File: src/u8dec_pkg.sv
// shared types and constants for the mixed latin-1 / utf-8 character decoder
package u8dec_pkg;

  localparam int unsigned ByteW = 8;
  localparam int unsigned CodeW = 16;
  localparam int unsigned MaxRes = 3;
  localparam int unsigned CntW = 2;

  // decoder phases
  localparam logic [1:0] PH_IDLE = 2'd0;
  localparam logic [1:0] PH_LEAD = 2'd1;
  localparam logic [1:0] PH_LEAD3 = 2'd2;
  localparam logic [1:0] PH_SECOND = 2'd3;

  localparam logic [CodeW-1:0] CODE_QMARK = 16'd63;
  localparam logic [CodeW-1:0] CODE_NUL = 16'd0;
  localparam logic [1:0] SKIP_FOUR = 2'd2;

  typedef logic [CodeW-1:0] code_t;
  typedef code_t [MaxRes-1:0] code_set_t;

endpackage

File: src/u8dec_byte_if.sv
// byte channel into the decoder
interface u8dec_byte_if;
  logic                         valid;
  logic                         ready;
  logic [u8dec_pkg::ByteW-1:0]  byte_in;

  modport source (output valid, output byte_in, input ready);
  modport sink (input valid, input byte_in, output ready);
endinterface

File: src/u8dec_code_if.sv
// character code channel out of the decoder
interface u8dec_code_if;
  logic                         valid;
  logic                         ready;
  logic [u8dec_pkg::CodeW-1:0]  char_code;
  logic                         last_of_run;

  modport source (output valid, output char_code, output last_of_run, input ready);
  modport sink (input valid, input char_code, input last_of_run, output ready);
endinterface

File: src/utf8_latin1_char_decoder_unit.sv
// mixed latin-1 / utf-8 byte stream to character code decoder, top level
// One byte is taken per cycle while each byte gives at most one character code
// and the output is ready. Every byte is decoded in the cycle it is accepted and
// its codes (up to three) go into a three-entry buffer that drains one code per
// ready cycle; a byte with two or three codes holds off the next byte until its
// last code is taken. A byte's first code shows the cycle after it is accepted.
// A zero byte during the discard after a four-byte lead is passed on as code 0.
module utf8_latin1_char_decoder_unit (
  input  logic                  clk_i,
  input  logic                  rst_ni,
  u8dec_byte_if.sink            in_i,
  u8dec_code_if.source          out_o
);

  logic [1:0]                   phase_q, phase_d;
  logic [u8dec_pkg::ByteW-1:0]  lead_q, lead_d;
  logic [u8dec_pkg::ByteW-1:0]  second_q, second_d;
  logic [1:0]                   skip_q, skip_d;

  u8dec_pkg::code_set_t         res_q, res_d;
  u8dec_pkg::code_set_t         dec_codes;
  logic [u8dec_pkg::CntW-1:0]   cnt_q, cnt_d;
  logic [u8dec_pkg::CntW-1:0]   dec_n;
  logic [u8dec_pkg::CntW-1:0]   pre_n;
  logic                         do_fresh;

  logic [u8dec_pkg::ByteW-1:0]  b;
  logic                         b_cont;
  logic                         accept;
  logic                         pop;

  assign b      = in_i.byte_in;
  assign b_cont = (b[7:6] == 2'b10);
  assign pop    = out_o.valid && out_o.ready;
  assign in_i.ready = (cnt_q == 2'd0) || ((cnt_q == 2'd1) && out_o.ready);
  assign accept = in_i.valid && in_i.ready;

  // decode of one byte against the held state
  always_comb begin
    phase_d   = phase_q;
    lead_d    = lead_q;
    second_d  = second_q;
    skip_d    = skip_q;
    dec_codes = '0;
    pre_n     = 2'd0;
    do_fresh  = 1'b0;
    dec_n     = 2'd0;

    if (skip_q != 2'd0) begin
      if (b == '0) begin
        skip_d       = 2'd0;
        dec_codes[0] = u8dec_pkg::CODE_NUL;
        pre_n        = 2'd1;
      end else begin
        skip_d = skip_q - 2'd1;
      end
    end else begin
      unique case (phase_q)
        u8dec_pkg::PH_LEAD: begin
          phase_d = u8dec_pkg::PH_IDLE;
          pre_n   = 2'd1;
          if (b_cont) begin
            if (lead_q[7:4] == 4'hF) begin
              dec_codes[0] = u8dec_pkg::CODE_QMARK;
              skip_d       = u8dec_pkg::SKIP_FOUR;
            end else begin
              dec_codes[0] = {5'd0, lead_q[4:0], b[5:0]};
            end
          end else begin
            dec_codes[0] = {8'd0, lead_q};
            do_fresh     = 1'b1;
          end
        end
        u8dec_pkg::PH_LEAD3: begin
          if (b_cont) begin
            second_d = b;
            phase_d  = u8dec_pkg::PH_SECOND;
          end else begin
            phase_d      = u8dec_pkg::PH_IDLE;
            dec_codes[0] = {8'd0, lead_q};
            pre_n        = 2'd1;
            do_fresh     = 1'b1;
          end
        end
        u8dec_pkg::PH_SECOND: begin
          phase_d = u8dec_pkg::PH_IDLE;
          if (b_cont) begin
            dec_codes[0] = {lead_q[3:0], second_q[5:0], b[5:0]};
            pre_n        = 2'd1;
          end else begin
            dec_codes[0] = {8'd0, lead_q};
            dec_codes[1] = {8'd0, second_q};
            pre_n        = 2'd2;
            do_fresh     = 1'b1;
          end
        end
        default: begin
          do_fresh = 1'b1;
        end
      endcase
    end

    dec_n = pre_n;
    if (do_fresh) begin
      if (b[7:6] != 2'b11) begin
        dec_codes[pre_n] = {8'd0, b};
        dec_n            = pre_n + 2'd1;
      end else if (b[7:4] == 4'hE) begin
        lead_d  = b;
        phase_d = u8dec_pkg::PH_LEAD3;
      end else begin
        lead_d  = b;
        phase_d = u8dec_pkg::PH_LEAD;
      end
    end
  end

  // result buffer, head in slot 0
  always_comb begin
    res_d = res_q;
    cnt_d = cnt_q;
    if (accept) begin
      res_d = dec_codes;
      cnt_d = dec_n;
    end else if (pop) begin
      res_d[0] = res_q[1];
      res_d[1] = res_q[2];
      cnt_d    = cnt_q - 2'd1;
    end
  end

  always_ff @(posedge clk_i or negedge rst_ni) begin
    if (!rst_ni) begin
      phase_q  <= u8dec_pkg::PH_IDLE;
      lead_q   <= '0;
      second_q <= '0;
      skip_q   <= '0;
      cnt_q    <= '0;
    end else begin
      cnt_q <= cnt_d;
      if (accept) begin
        phase_q  <= phase_d;
        lead_q   <= lead_d;
        second_q <= second_d;
        skip_q   <= skip_d;
      end
    end
  end

  always_ff @(posedge clk_i) begin
    res_q <= res_d;
  end

  assign out_o.valid       = (cnt_q != 2'd0);
  assign out_o.char_code   = res_q[0];
  assign out_o.last_of_run = (cnt_q == 2'd1);

  // buffer holds the codes of one byte only
  a_accept_drained: assert property (@(posedge clk_i) disable iff (!rst_ni)
    accept |-> (cnt_q == 2'd0) || (cnt_q == 2'd1))
    else $error("byte accepted with codes of an earlier byte pending");

  // discard only runs from the idle phase
  a_skip_idle: assert property (@(posedge clk_i) disable iff (!rst_ni)
    (skip_q != 2'd0) |-> (phase_q == u8dec_pkg::PH_IDLE))
    else $error("discard running with a lead held");

  // discard never grows once started
  a_skip_shrinks: assert property (@(posedge clk_i) disable iff (!rst_ni)
    (skip_q != 2'd0) |=> (skip_q <= $past(skip_q)))
    else $error("discard count grew");

  // three-byte continuation phase holds a three-byte lead
  a_second_lead: assert property (@(posedge clk_i) disable iff (!rst_ni)
    (phase_q == u8dec_pkg::PH_SECOND) |-> (lead_q[7:4] == 4'hE))
    else $error("second continuation awaited without three-byte lead");

endmodule
File: src/flat_wrapper.sv
// flat-port wrapper written by rule: the top's interface ports become plain ports
module utf8_latin1_char_decoder_unit_flat 
  (clk_i, rst_ni, in_i_valid, in_i_byte_in, in_i_ready, out_o_valid, out_o_char_code, out_o_last_of_run, out_o_ready);
  u8dec_byte_if in_i_i ();
  u8dec_code_if out_o_i ();
  input  logic clk_i;
  input  logic rst_ni;
  input wire logic [$bits(in_i_i.valid)-1:0] in_i_valid;
  input wire logic [$bits(in_i_i.byte_in)-1:0] in_i_byte_in;
  output wire logic [$bits(in_i_i.ready)-1:0] in_i_ready;
  output wire logic [$bits(out_o_i.valid)-1:0] out_o_valid;
  output wire logic [$bits(out_o_i.char_code)-1:0] out_o_char_code;
  output wire logic [$bits(out_o_i.last_of_run)-1:0] out_o_last_of_run;
  input wire logic [$bits(out_o_i.ready)-1:0] out_o_ready;
  assign in_i_i.valid = in_i_valid;
  assign in_i_i.byte_in = in_i_byte_in;
  assign in_i_ready = in_i_i.ready;
  assign out_o_valid = out_o_i.valid;
  assign out_o_char_code = out_o_i.char_code;
  assign out_o_last_of_run = out_o_i.last_of_run;
  assign out_o_i.ready = out_o_ready;
  utf8_latin1_char_decoder_unit u_core (.clk_i(clk_i), .rst_ni(rst_ni), .in_i(in_i_i), .out_o(out_o_i));
endmodule
File: config.mk
export PLATFORM = sky130hd
export DESIGN_NAME = utf8_latin1_char_decoder_unit_flat
export DESIGN_NICKNAME = d
export VERILOG_FILES = /design/src/u8dec_pkg.sv /design/src/u8dec_byte_if.sv /design/src/u8dec_code_if.sv /design/src/utf8_latin1_char_decoder_unit.sv /design/src/flat_wrapper.sv
export SDC_FILE = /design/constraint.sdc
export NUM_CORES = 1
export LEC_CHECK = 0
export ABC_AREA = 1
export BUFFER_PORTS_ARGS = -buffer_cell sky130_fd_sc_hd__buf_2
export CORE_ASPECT_RATIO = 0.8
export CORE_UTILIZATION = 53
export DETAILED_ROUTE_END_ITERATION = 8
export PLACE_DENSITY_LB_ADDON = 0.15
export SLEW_MARGIN = 20
export SYNTH_ARGS = -nofsm -noshare
export SYNTH_HDL_FRONTEND = slang
export SYNTH_SLANG_ARGS = --single-unit
File: constraint.sdc
create_clock -name clk_i -period 2.25 [get_ports clk_i]
set_input_delay 0.3375 -clock clk_i [delete_from_list [all_inputs] [get_ports clk_i]]
set_output_delay 0.3375 -clock clk_i [all_outputs]
set_load 0.05 [all_outputs]
==> flow_summary.toml <==
[synth]
yosys.area_share.adder_pct = 2.545
synth_mux_area_share_pct = 0
synthesized_area_fraction_occupied_by_xor_and_xnor_cells_pct = 0
synthesis.nets = 364
yosys_warnings = 0
ys_async_sr_fraction_pct = 40.74
synthesis.area_sq_um = 2950
synth_top_family_by_area = "simple AND/OR/NAND/NOR gates"
synth_flop_cell = "sky130_fd_sc_hd__edfxtp_1"
ys_types = 29
number_of_synthesized_flops_with_an_enable_pin = 32
post_synth_and_or_nand_nor_area_fraction_pct = 25.32
synthesized_area_fraction_occupied_by_ao_oa_aoi_and_oai_cells_pct = 9.584
postSynthRegisterBits = 54
seq_area_frac_synth_pct = 51.23
post_synth_inst_count = 346
syn_area_per_cell_sq_um = 8.527

[routing]
vias = 2328
remaining_drc_errors = 0
routed_via_density = 5.364
drtPass1Iterations = 5
detail_route.wirelength_microns = 6288
drt_iter0_markers = 162
number_of_routed_nets_with_antenna_violations = 0
wire_per_inst_microns = 14.49

[critical_path]
worst-endpoint-arrival_ns = 2.20
worstPathMaxFanout = 11
startpoint_type = "flop"
worst-endpoint-required_ns = 2.33
setup.worst_path.class = "reg -> reg"
endpoint_kind = "flop"

[floorplan]
core_area_sq_um = 5180
die-area_sq_um = 5871
num_rows = 23
pin_count = 31
die-width_microns = 85.42
die_height_microns = 68.74
floorplan.initialDensity_pct = 56.96

[clocking]
cts.root.buffer_cell = "sky130_fd_sc_hd__clkbuf_8"
tritoncts = "yes"
numClockSinks = 54
cts-htree-levels = 2
clkSlewWorstSetupHoldPaths_ns = 0.10
cts-buffers-inserted = 5
worstSkewPairLatency_ns = 0.32
clock_tree.buffer_depth = 2

[timing]
fin_crit_sh_pct = 94.05
rsz0062_at_grt = "no"
max_freq_ghz = 0.4726
maxSlewHeadroom_pct = 64.98
finalHoldViolCount = 0
final.min_clock_period_ns = 2.116
setup_viol = 0
setup_slack_ns = 0.1339
post_route_setup_tns_ns = 0
timing.clock.skew_ns = 0.008027
worst_slew_pin_tran_ns = 0.5253
slew_violations = 0

[cells_and_area]
fillers = 468
nets = 389
final_layout_size_suffix_gt1_share_pct = 18.01
fin_area_sq_um = 3211
layout.cells.non_filler = 434
area_growth_syn_to_layout_pct = 8.821
diodes = 0
final_core_utilization_pct = 61.98

[power]
irDropWorstVdd_mv = 0.5149
power.density_cell_area_nw_per_um2 = 1165
power.leakage_nw = 1.559

[placement]
globalplace.congestion = 0.9498
post-dp-hpwl_microns = 4670
place_inst = 423
detailed_place.area_sq_um = 3094
place_worst_setup_slack_ns = -0.07644
place.port_buffers = 30

[grt]
number_of_global_route_vias_before_repair = 2123
maximum_number_of_pins_on_one_net_before_global_route_repair = 29
antenna_found_initial = 0
grt_overflow_total = 0
grt_util_all_layers_pct = 24.35
grt_first_pass_wirelength_microns = 10580

[worst_hold_path]
min-delay-path-class = "in -> reg"

[status]
run_status = "completed"

[job]
timing.max_cap.violations = 0
## Yosys cell counts, types with 2 or more instances
cell,number,area (sq um)
sky130_fd_sc_hd__ha_1,6,75.07
sky130_fd_sc_hd__nand3_1,19,95.09
sky130_fd_sc_hd__a21oi_1,6,30.03
sky130_fd_sc_hd__dfrtp_1,22,550.5
sky130_fd_sc_hd__o21ai_2,2,17.52
sky130_fd_sc_hd__buf_6,2,22.52
sky130_fd_sc_hd__nor2_1,26,97.59
sky130_fd_sc_hd__o21ai_0,26,130.1
sky130_fd_sc_hd__buf_2,4,20.02
sky130_fd_sc_hd__nand4_1,2,12.51
sky130_fd_sc_hd__inv_2,2,7.510
sky130_fd_sc_hd__o211ai_1,12,90.09
sky130_fd_sc_hd__edfxtp_1,32,960.9
sky130_fd_sc_hd__buf_4,16,120.1
sky130_fd_sc_hd__nand2_1,110,412.9
sky130_fd_sc_hd__inv_1,40,150.1
sky130_fd_sc_hd__nor3_1,3,15.01
sky130_fd_sc_hd__clkbuf_1,2,7.510
sky130_fd_sc_hd__nand2_4,2,22.52
sky130_fd_sc_hd__nor2_4,3,33.78
## cell families (layout without fill, tap and decap cells)
| logic type | Yosys count | after routing |
|---|---|---|
| AOI/OAI and AO/OA | 48 | 48 |
| adders and majority gates | 6 | 6 |
| buffers and inverters | 67 | 93 |
| DFF | 54 | 54 |
| and+or+nand+nor | 171 | 171 |
## what timing repair did
action / 4_1_cts / 5_1_grt
setup endpoints to repair: 6 / 10
hold buffers: 1 / 0
pin swaps: 2 / 0
buffers inserted: 2 / 0
endpoints found under the hold margin: 6 / 0
resized for setup: 0 / 2
## critical path, stage by stage, from the launching register on
cell and delay [ns]:
sky130_fd_sc_hd__dfrtp_1 0.40, sky130_fd_sc_hd__inv_1 0.06, sky130_fd_sc_hd__ha_2 0.22, sky130_fd_sc_hd__nand2_2 0.10, sky130_fd_sc_hd__inv_1 0.08, sky130_fd_sc_hd__nand2_1 0.13
sky130_fd_sc_hd__nor2_4 0.15, sky130_fd_sc_hd__inv_1 0.08, sky130_fd_sc_hd__ha_1 0.23, sky130_fd_sc_hd__nand2_4 0.15, sky130_fd_sc_hd__nand2_1 0.10, sky130_fd_sc_hd__nand3_1 0.11
sky130_fd_sc_hd__nand2_1 0.05
## final cells by class
class,count,area (sq um),share of cell area (%)
sequential,54,1511,47.08
multi-input combinational,225,1112,34.65
timing repair buffer,42,255.2,7.950
inverter,43,167.7,5.222
tap,62,77.57,2.416
clock buffer,6,72.57,2.260
clock inverter,2,13.76,0.4287
## layout by cell type (no fill, tap or decap), drive strengths merged, types with 12 or more instances in the layout
cell	count
nand3	20
inv	42
edfxtp	32
o211ai	12
buf	41
nor2	30
o21ai	28
dfrtp	22
nand2	113
## routing by layer
metal	track usage [%]	routed length, microns
met2	38.00	2802
met5	0	0
met4	6.250	62
met1	34.49	2972
met3	5.952	451
## through the flow
step	hold slack (ns)	power (mW)
after floorplan	0.04191	2.931
after global placement	0.3309	3.170
after detailed placement	0.3415	3.198
after CTS	0.3092	3.753
after global routing	0.3270	3.992
final	0.3085	3.740
## worst paths after layout
path / startpoint / to / slack [ns] / cells past startpoint
worst min-delay path: in_i_byte_in[3] / u_core.second_q[3]$_DFFE_PN0P_ / 0.31 / 3
worst max register to register: u_core.skip_q[0]$_DFFE_PN0P_ / u_core.out_o.char_code[3]$_DFFE_PP_ / 0.13 / 12
min in group asynchronous: rst_ni / u_core.cnt_q[1]$_DFFE_PN0P_ / 0.52 / 2
worst min register to register: u_core.second_q[7]$_DFFE_PN0P_ / u_core.second_q[7]$_DFFE_PN0P_ / 0.46 / 2
worst max-delay path: u_core.skip_q[0]$_DFFE_PN0P_ / u_core.out_o.char_code[3]$_DFFE_PP_ / 0.13 / 12
max in group asynchronous: rst_ni / u_core.lead_q[5]$_DFFE_PN0P_ / 1.37 / 2
## report_power, final
group / internal [mW] / leakage, nW / total (mW) / switching (mW)
sequential: 1.41 / 0.571 / 1.53 / 0.123
combinational: 0.435 / 0.943 / 1.66 / 1.23
clock: 0.220 / 0.0452 / 0.545 / 0.324
total: 2.07 / 1.56 / 3.74 / 1.67
## state kept, by name, indices dropped and copies added (netlist names)
register	count
u_core.out_o.char_code	16
u_core.res_q	16
u_core.lead_q	8
u_core.second_q	8
u_core.cnt_q	2
u_core.phase_q	2
u_core.skip_q	2
(Power assumes the default switching activity.)
